<file path="src/hdl/drfl_pkg.sv">
// drfl_pkg: shared types and constants for the dated rate floor lookup core.
// No dependencies.
`default_nettype none
package drfl_pkg;

  localparam logic [2:0] ST_OK        = 3'd0;
  localparam logic [2:0] ST_BAD_DATE  = 3'd1;
  localparam logic [2:0] ST_NEGATIVE  = 3'd2;
  localparam logic [2:0] ST_TOO_LARGE = 3'd3;
  localparam logic [2:0] ST_NOT_FOUND = 3'd4;
  localparam logic [2:0] ST_LOADED    = 3'd5;
  localparam logic [2:0] ST_FULL      = 3'd6;

  localparam logic       FUNC_LOAD  = 1'b0;
  localparam logic       FUNC_QUERY = 1'b1;

  localparam logic [15:0] MAX_VALUE_RESET = 16'd1000;

  typedef struct packed {
    logic              func;
    logic [7:0]        year_char_3;
    logic [7:0]        year_char_2;
    logic [7:0]        year_char_1;
    logic [7:0]        year_char_0;
    logic [7:0]        month_char_1;
    logic [7:0]        month_char_0;
    logic [7:0]        day_char_1;
    logic [7:0]        day_char_0;
    logic signed [47:0] amount;
  } in_item_t;

  typedef struct packed {
    logic [2:0]         status;
    logic signed [63:0] product;
  } out_item_t;

  typedef enum logic [3:0] {
    S_IDLE, S_CHECK, S_SRCH, S_SRCH_WAIT, S_POS_RD, S_POS_WAIT, S_DECIDE,
    S_SHIFT_RD, S_SHIFT_WAIT, S_SHIFT_WR, S_MUL1, S_MUL2, S_OUT
  } state_t;

  // Days in month, month 1..12; February leap handled separately.
  function automatic logic [4:0] month_days(input logic [3:0] m);
    case (m)
      4'd2: month_days = 5'd28;
      4'd4, 4'd6, 4'd9, 4'd11: month_days = 5'd30;
      default: month_days = 5'd31;
    endcase
  endfunction

  function automatic logic is_digit(input logic [7:0] c);
    is_digit = (c >= 8'h30) && (c <= 8'h39);
  endfunction

endpackage
`default_nettype wire

</file>
<file path="src/hdl/drfl_date_check.sv">
// drfl_date_check: digit, month and day validation of a packed date.
// Uses drfl_pkg.
`default_nettype none
module drfl_date_check (
  input  wire logic [63:0] key,
  output logic             date_ok
);
  logic [7:0] c [8];
  logic       digits_ok;
  logic [3:0] d [8];
  logic [6:0] yy_lo;
  logic [6:0] yy_hi;
  logic [3:0] month;
  logic [6:0] day;
  logic [4:0] dim;
  logic       leap;
  logic [6:0] month_raw;

  always_comb begin
    for (int i = 0; i < 8; i++) begin
      c[i] = key[63 - 8*i -: 8];
      d[i] = c[i][3:0];
    end
    digits_ok = 1'b1;
    for (int i = 0; i < 8; i++) digits_ok = digits_ok & drfl_pkg::is_digit(c[i]);
    yy_hi = 7'(d[0]) * 7'd10 + 7'(d[1]);
    yy_lo = 7'(d[2]) * 7'd10 + 7'(d[3]);
    month_raw = 7'(d[4]) * 7'd10 + 7'(d[5]);
    month = month_raw[3:0];
    day = 7'(d[6]) * 7'd10 + 7'(d[7]);
    // divisible by 4 via tens/ones digits; century years use the upper digits
    if (yy_lo == 7'd0) leap = (yy_hi[1:0] == 2'd0);
    else               leap = (yy_lo[1:0] == 2'd0);
    dim = drfl_pkg::month_days(month);
    if (month == 4'd2 && leap) dim = 5'd29;
    date_ok = digits_ok && month_raw >= 7'd1 && month_raw <= 7'd12 &&
              day >= 7'd1 && day <= 7'(dim);
  end
endmodule
`default_nettype wire

</file>
<file path="config.mk">
export PLATFORM = sky130hd
export DESIGN_NAME = drfl_date_check
export DESIGN_NICKNAME = d
export VERILOG_FILES = /design/src/hdl/drfl_pkg.sv /design/src/hdl/drfl_date_check.sv
export SDC_FILE = /design/constraint.sdc
export NUM_CORES = 1
export LEC_CHECK = 0
export BUFFER_PORTS_ARGS = -buffer_cell sky130_fd_sc_hd__buf_2
export CORE_ASPECT_RATIO = 1.5
export CORE_UTILIZATION = 45
export DETAILED_ROUTE_END_ITERATION = 12
export PLACE_DENSITY_LB_ADDON = 0.15
export RECOVER_POWER = 100
export SLEW_MARGIN = 10
export SYNTH_ARGS = -nofsm -noshare
export SYNTH_HDL_FRONTEND = slang
export SYNTH_SLANG_ARGS = --single-unit
</file>
<file path="constraint.sdc">
create_clock -name vclk -period 4.1
set_clock_uncertainty 0.15 [all_clocks]
set_input_delay 0.41 -clock vclk [all_inputs]
set_output_delay 0.41 -clock vclk [all_outputs]
set_load 0.02 [all_outputs]
</file>
==> run_results.csv, run 1 <==
group,metric,value,unit
status,outcome,"finished clean",
die,dieArea,0.00234,mm2
place,hpwl,2.28,mm
sta,finalSetupViolations,0,
flow_run,drv_cap,0,
drt,num_vias,1139,
die,die_w,39.8,um
clock_tree,ctsHoldBuffers,0,
pwr,ir_worst_vdd,0.0000699,V
die,num_io_pins,65,
layout,syn_to_final_growth,36.8,%
synth,syn-num-nets,206,
sta,min_period,3910,ps
worst_setup_path,cp-start-kind,"primary input",
worst_setup_path,crit_type,"primary input to output port",
global_routing,antenna_found_initial,0,
die,rows,20,
synth,ys_seq_area_share,0,%
worst_hold_path,hp-class,"primary input to output port",
sta,grt_setup_unrepaired,"false",
drt,route.detailed.drc,0,
drt,ant_nets,0,
global_routing,grt_pass1_wl,3.81,mm
global_routing,grt_max_degree,7,
global_routing,grt-ovfl-total,0,
pwr,power,0.163,mW
sta,fin_setup_tns,0,ps
global_routing,grt_pass1_vias,1042,
layout,fill_cells,192,
worst_hold_path,holdPathStages,7,
die,initial_core_util,47.7,%
global_routing,grt_usage,21.5,%
worst_hold_path,hp-start,"key[38]",
layout,layout_common_cells,"buf_2, ha_1, o21ai_0, inv_1",
sta,slew_headroom,72.1,%
drt,wire_per_inst,12.0,um
die,fp.dieH,58.7,um
worst_setup_path,worst_ep_required_time,3540,ps
synth,syn_area,966,um2
sta,max_freq,0.256,GHz
layout,regArea,0,um2
layout,final_nets,273,
sta,fin_crit_sh,95.4,%
synth,yosysUniqueCellTypes,30,
sta,drv_slew,0,
sta,hold_viol,0,
worst_setup_path,crit_path_max_fanout,6,
die,core,0.00203,mm2
layout,final_common_cell,"buf_2",
worst_hold_path,min_to,"date_ok",
layout,layout-drive-gt1-share,38.7,%
sta,worst-slew-pin-transition,415,ps
layout,antenna_cells,0,
drt,drtIter0Drc,25,
drt,drtPass1Iterations,4,
drt,drt-vias-per-instance,5.61,
synth,syn_inst,116,
worst_setup_path,worst_ep_arrival_time,3350,ps
pwr,power_leakage,0.686,nW
drt,wl,2.43,mm
layout,clkbuf_count,0,
worst_setup_path,setup.worst_path.end_class,"output port",
layout,seq_cell_count,0,
layout,multi_input_area,931,um2
place,port_buffers,65,
synth,syn_avg_cell_area,8.33,um2
synth,yosys_warnings,0,
place,place_congestion,0.735,
pwr,p_per_area,124,mW/mm2
[worst max-delay path by stage]
stage	end	slack, ps	depth (start not counted)	from
after global placement	date_ok	200	16	key[41]
final	date_ok	190	16	key[41]
after floorplan	date_ok	190	14	key[41]
after global routing	date_ok	10	16	key[41]
after detailed placement	date_ok	140	16	key[41]
after CTS	date_ok	110	16	key[41]
[routing by layer]
metal	up-vias	routed length, um	global-route usage, %
li1	580	-	-
met1	523	901	20.5
met2	36	1380	46.1
met3	0	146	1.51
met4	0	0	1.97
met5	-	0	0
[timing repair]
| item | CTS | global route |
|---|---|---|
| endpoints found under the setup margin | 0 | 1 |
| gates resized for setup | 0 | 1 |
| setup buffers | 0 | 0 |
[synth_stat cells (3+ instances only)]
cell	instances	share of area, %
ha_1	20	26
o21ai_0	11	5.7
inv_1	10	3.9
fa_1	6	12
nor2_1	6	2.3
xnor2_1	6	5.4
nand2_1	5	1.9
nand4_1	5	3.2
nand3_1	4	2.1
xor2_1	4	3.6
a21oi_1	3	1.6
mux2i_1	3	3.1
nor2b_1	3	1.9
nor4bb_1	3	3.1
[metrics by stage]
stage	hold slack, ps	cell area, um2	setup WS [ps]	util [%]	std cells
2_1_floorplan	963	966	186	-	116
6_report	1190	1320	188	65.2	203
3_5_place_dp	1200	1320	140	65.1	203
5_1_grt	1240	1320	13.1	65.2	203
3_3_place_gp	1200	1320	200	65.1	203
4_1_cts	1200	1320	114	65.1	203
[critical path, cell delays in order]
cell and delay (ps):
clkbuf_2 120, ha_1 290, ha_1 200, inv_1 80, fa_2 490, a21o_1 180, mux2i_1 120, o2111ai_1 110
o31ai_1 210, a21oi_1 110, ha_1 280, nand2_1 50, o2111ai_1 120, mux2i_1 110, nor4_1 280, buf_2 210
[cell families after synthesis]
logic type               share of synthesized area (%)
AO/OA/AOI/OAI                                     17.4
multiplexers                                      3.11
AND/OR/NAND/NOR                                   28.2
adder cells (fa/ha/maj)                           38.3
buffers and inverters                             3.89
XOR/XNOR                                          9.07
[report_power, final]
group          leakage (nW)  switching (mW)  total [mW]  internal [mW]
sequential                0               0           0              0
combinational         0.686          0.0805       0.163         0.0827
clock                     0               0           0              0
[layout make-up]
type	instances	area share [%]
Inverter	10	2.84
Tap cell	22	2.08
Timing Repair Buffer	65	24.6
Multi-Input combinational cell	106	70.5
No activity file was read; power rests on OpenSTA's default activity.
==> run 2: changes to the inputs <==
CORE_UTILIZATION = 40   (was 45)
clock period = 3.57 ns   (was 4.1 ns; I/O delays follow)
==> run 2 against run 1 <==
Net effect:
- non-clock buffer count grew 6
- largest cell class unchanged
- the run now ends with setup timing left
- critical path type unchanged
- combinational power rose by 44%
- sequential share of layout area unchanged
- highest routed layer is now met4
- worst hold slack got worse by 59 ps
==> run_results.csv, run 2 (synthesized netlist as in run 1, its figures left out) <==
group,metric,value,unit
layout,final_common_cell,"buf_2",
drt,drt-vias-per-instance,5.67,
drt,drtIter0Drc,16,
worst_setup_path,setup.worst_path.end_class,"output port",
place,place_congestion,0.822,
drt,drtPass1Iterations,3,
global_routing,grt_max_degree,7,
pwr,p_switching,0.116,mW
pwr,seqPwrFrac,0,%
pwr,ir_worst_vdd,0.0000943,V
sta,hold_viol,0,
pwr,power_leakage,0.737,nW
global_routing,grt_usage,22.1,%
sta,drv_slew,0,
layout,layout.cells.non_filler,210,
status,outcome,"finished, violations left",
layout,antenna_cells,0,
layout,seq_cell_count,0,
worst_setup_path,crit_path_max_fanout,4,
place,hpwl,2.54,mm
sta,finalSetupViolations,1,
layout,syn_to_final_growth,53.5,%
sta,whs,1130,ps
layout,fill_cells,220,
sta,slew_headroom,71.1,%
drt,num_vias,1191,
sta,grt_setup_unrepaired,"true",
global_routing,grt-ovfl-total,0,
die,rows,21,
status,violations,"setup timing",
layout,layout_common_cells,"buf_2, ha_1, o21ai_0, inv_1, nor2_1",
layout,layout-drive-gt1-share,47.6,%
pwr,power,0.235,mW
pwr,power.share.clock,0,%
layout,final_nets,279,
global_routing,grt_pass1_vias,1210,
worst_setup_path,worst_ep_required_time,3060,ps
drt,route.detailed.drc,0,
pwr,intPower,0.119,mW
worst_setup_path,cp-start-kind,"primary input",
die,core,0.00226,mm2
drt,ant_nets,0,
place,place_inst,209,
sta,fin_crit_sh,102,%
flow_run,drv_cap,0,
sta,worst-slew-pin-transition,431,ps
global_routing,antenna_found_initial,0,
worst_hold_path,hp-start,"key[0]",
sta,max_freq,0.275,GHz
layout,clkbuf_count,0,
sta,fin_setup_tns,-72.3,ps
pwr,p_per_area,158,mW/mm2
drt,wl,3.01,mm
drt,wire_per_inst,14.3,um
worst_hold_path,hp-class,"primary input to output port",
worst_hold_path,holdPathStages,5,
sta,worst_slack,-72.3,ps
worst_setup_path,cp-startpoint,"key[43]",
pwr,pwr-share-comb,100.0,%
die,num_io_pins,65,
worst_setup_path,crit_type,"primary input to output port",
die,dieArea,0.00262,mm2
layout,fin_util,65.6,%
die,die_w,42.1,um
place,port_buffers,65,
die,fp.dieH,62.2,um
sta,min_period,3640,ps
global_routing,grt_pass1_wl,4.77,mm
layout,regArea,0,um2
die,initial_core_util,42.7,%
pwr,swShare,49.3,%
worst_setup_path,worst_ep_arrival_time,3140,ps
[run 2: what timing repair did]
action | CTS | global route
setup buffers | 1 | 0
endpoints found under the setup margin | 1 | 1
hold buffers | 0 | 0
pin swaps | 13 | 8
resized for setup | 11 | 11
[run 2: path summary, 6_finish.rpt]
path	endpoint	slack [ps]
worst max-delay path	date_ok	-70
worst min-delay path	date_ok	1130
[run 2: worst max-delay path, stage by stage]
cell       delay [ps]
buf_6             100
ha_4              260
ha_4              120
inv_2              30
fa_2              560
buf_6             120
buf_6             100
nor2b_4            30
a311oi_2          290
o31ai_1           100
a21oi_1           170
ha_1              250
nand2_1            80
o2111ai_2         120
mux2i_2           220
nor4_4             50
buf_4             170
[run 2: stage by stage]
| step | instance area (um2) | setup slack, ps |
|---|---|---|
| detailed placement | 1370 | -271 |
| CTS | 1430 | -135 |
| global route | 1480 | -180 |
| finish | 1480 | -72.3 |
| floorplan | 981 | 41.1 |
| global placement | 1370 | -172 |
[run 2: layer usage]
layer	wire length, um	vias up	track usage [%]
met1	1030	544	23.2
met4	36	0	1.56
met5	0	-	0
met2	1750	54	46.7
met3	201	4	2.03
li1	-	589	-
[run 2: final cells by class]
class                           instances  area, um2  share of cell area [%]
Inverter                               10       37.5                    2.53
Tap cell                               23       28.8                    1.94
Multi-Input combinational cell        106       1020                    69.0
Timing Repair Buffer                   71        393                    26.5
[run 2: power groups by stage]
stage / Clock, mW / Sequential [mW] / Combinational (mW)
6_report: 0 / 0 / 0.235
5_1_grt: 0 / 0 / 0.257
4_1_cts: 0 / 0 / 0.215
3_5_place_dp: 0 / 0 / 0.201
3_3_place_gp: 0 / 0 / 0.192
2_1_floorplan: 0 / 0 / 0.124
==> run 3: changes to the inputs <==
REMOVE_ABC_BUFFERS = 1   (was not set)
==> run 3 against run 2 <==
Net effect:
- sequential share of layout area unchanged
- sequential cell count unchanged
- worst setup slack better by 18 ps
- the flow still finishes with violations (setup timing)
- fmax up 0.50%
- global-route usage down 1.7 points
==> run_results.csv, run 3 (synthesized netlist as in run 1, its figures left out) <==
group,metric,value,unit
place,dpl_worst_slack,-213,ps
worst_setup_path,crit_path_max_fanout,4,
pwr,power_leakage,0.734,nW
drt,drtPass1Iterations,4,
global_routing,antenna_found_initial,0,
die,die_w,42.1,um
layout,final_area,0.00145,mm2
worst_setup_path,worst_ep_arrival_time,3120,ps
pwr,pwr-share-comb,100.0,%
layout,layout-drive-gt1-share,46.0,%
drt,wl,2.84,mm
layout,layout_common_cells,"buf_2, ha_1, o21ai_0, inv_1, nor2_1",
sta,slew_headroom,77.0,%
layout,final_common_cell,"buf_2",
place,place_congestion,0.825,
layout,fill_cells,199,
global_routing,grt_max_degree,7,
layout,clkbuf_count,0,
global_routing,grt_pass1_wl,4.46,mm
layout,fin_util,64.0,%
pwr,intPower,0.114,mW
worst_hold_path,hp-class,"primary input to output port",
worst_setup_path,crit_type,"primary input to output port",
drt,wire_per_inst,13.5,um
flow_run,drv_cap,0,
die,num_io_pins,65,
place,port_buffers,65,
layout,layout.cells.non_filler,210,
drt,drtIter0Drc,15,
die,core,0.00226,mm2
place,hpwl,2.50,mm
pwr,p_switching,0.104,mW
drt,route.detailed.drc,0,
sta,drv_slew,0,
worst_setup_path,cp-start-kind,"primary input",
sta,fin_crit_sh,102,%
pwr,power.share.clock,0,%
layout,syn_to_final_growth,49.7,%
sta,min_period,3620,ps
layout,regArea,0,um2
sta,hold_viol,0,
drt,drt-vias-per-instance,5.48,
sta,worst_slack,-54.0,ps
sta,worst-slew-pin-transition,342,ps
global_routing,grt_usage,20.4,%
global_routing,grt-ovfl-total,0,
layout,final_nets,279,
pwr,seqPwrFrac,0,%
drt,ant_nets,0,
layout,seq_cell_count,0,
clock_tree,ctsHoldBuffers,0,
sta,finalSetupViolations,1,
worst_setup_path,worst_ep_required_time,3060,ps
global_routing,grt_pass1_vias,1160,
worst_setup_path,setup.worst_path.end_class,"output port",
sta,whs,1090,ps
pwr,swShare,47.7,%
pwr,ir_worst_vdd,0.0000747,V
status,violations,"setup timing",
drt,num_vias,1150,
sta,max_freq,0.276,GHz
pwr,p_per_area,151,mW/mm2
sta,grt_setup_unrepaired,"true",
die,initial_core_util,42.7,%
layout,antenna_cells,0,
die,fp.dieH,62.2,um
place,placed_cell_area,0.00136,mm2
status,outcome,"finished, violations left",
pwr,power,0.219,mW
place,place_inst,209,
die,rows,21,
die,dieArea,0.00262,mm2
sta,fin_setup_tns,-54.0,ps
## run 3: worst max-delay path: stages
cell	delay (ps)
buf_6	100
ha_4	230
ha_4	150
inv_2	40
fa_2	460
a21o_1	180
mux2i_1	150
o2111ai_1	130
o31ai_1	240
a21oi_1	100
ha_1	280
nand2_1	50
o2111ai_1	80
mux2i_1	100
nor4_1	270
buf_2	210
## run 3: final timing paths
check,startpoint,endpoint,depth (start not counted)
setup / recovery,key[43],date_ok,16
hold / removal,key[11],date_ok,5
## run 3: power by group through the flow
stage	Sequential [mW]	Clock, mW	Combinational (mW)
detailed placement	0	0	0.195
CTS	0	0	0.208
floorplan	0	0	0.121
global placement	0	0	0.187
global route	0	0	0.244
finish	0	0	0.219
## run 3: routing by layer
| layer | vias to the layer above | share of wire, % | global-route usage, % |
|---|---|---|---|
| met5 | - | 0 | 0 |
| met4 | 0 | 0.39 | 1.17 |
| met3 | 6 | 3.0 | 0.581 |
| met2 | 36 | 59 | 42.0 |
| met1 | 519 | 37 | 23.3 |
| li1 | 589 | - | - |
## run 3: final cells by class
class	count	area, um2	area share [%]
Multi-Input combinational cell	106	990	68.4
Timing Repair Buffer	71	390	27.0
Inverter	10	37.5	2.60
Tap cell	23	28.8	1.99
## run 3: repair_timing
action | CTS | global route
gates resized for setup | 11 | 8
buffers inserted | 1 | 0
setup endpoints to repair | 1 | 1
pin swaps | 13 | 8
hold endpoints to repair | 0 | 0
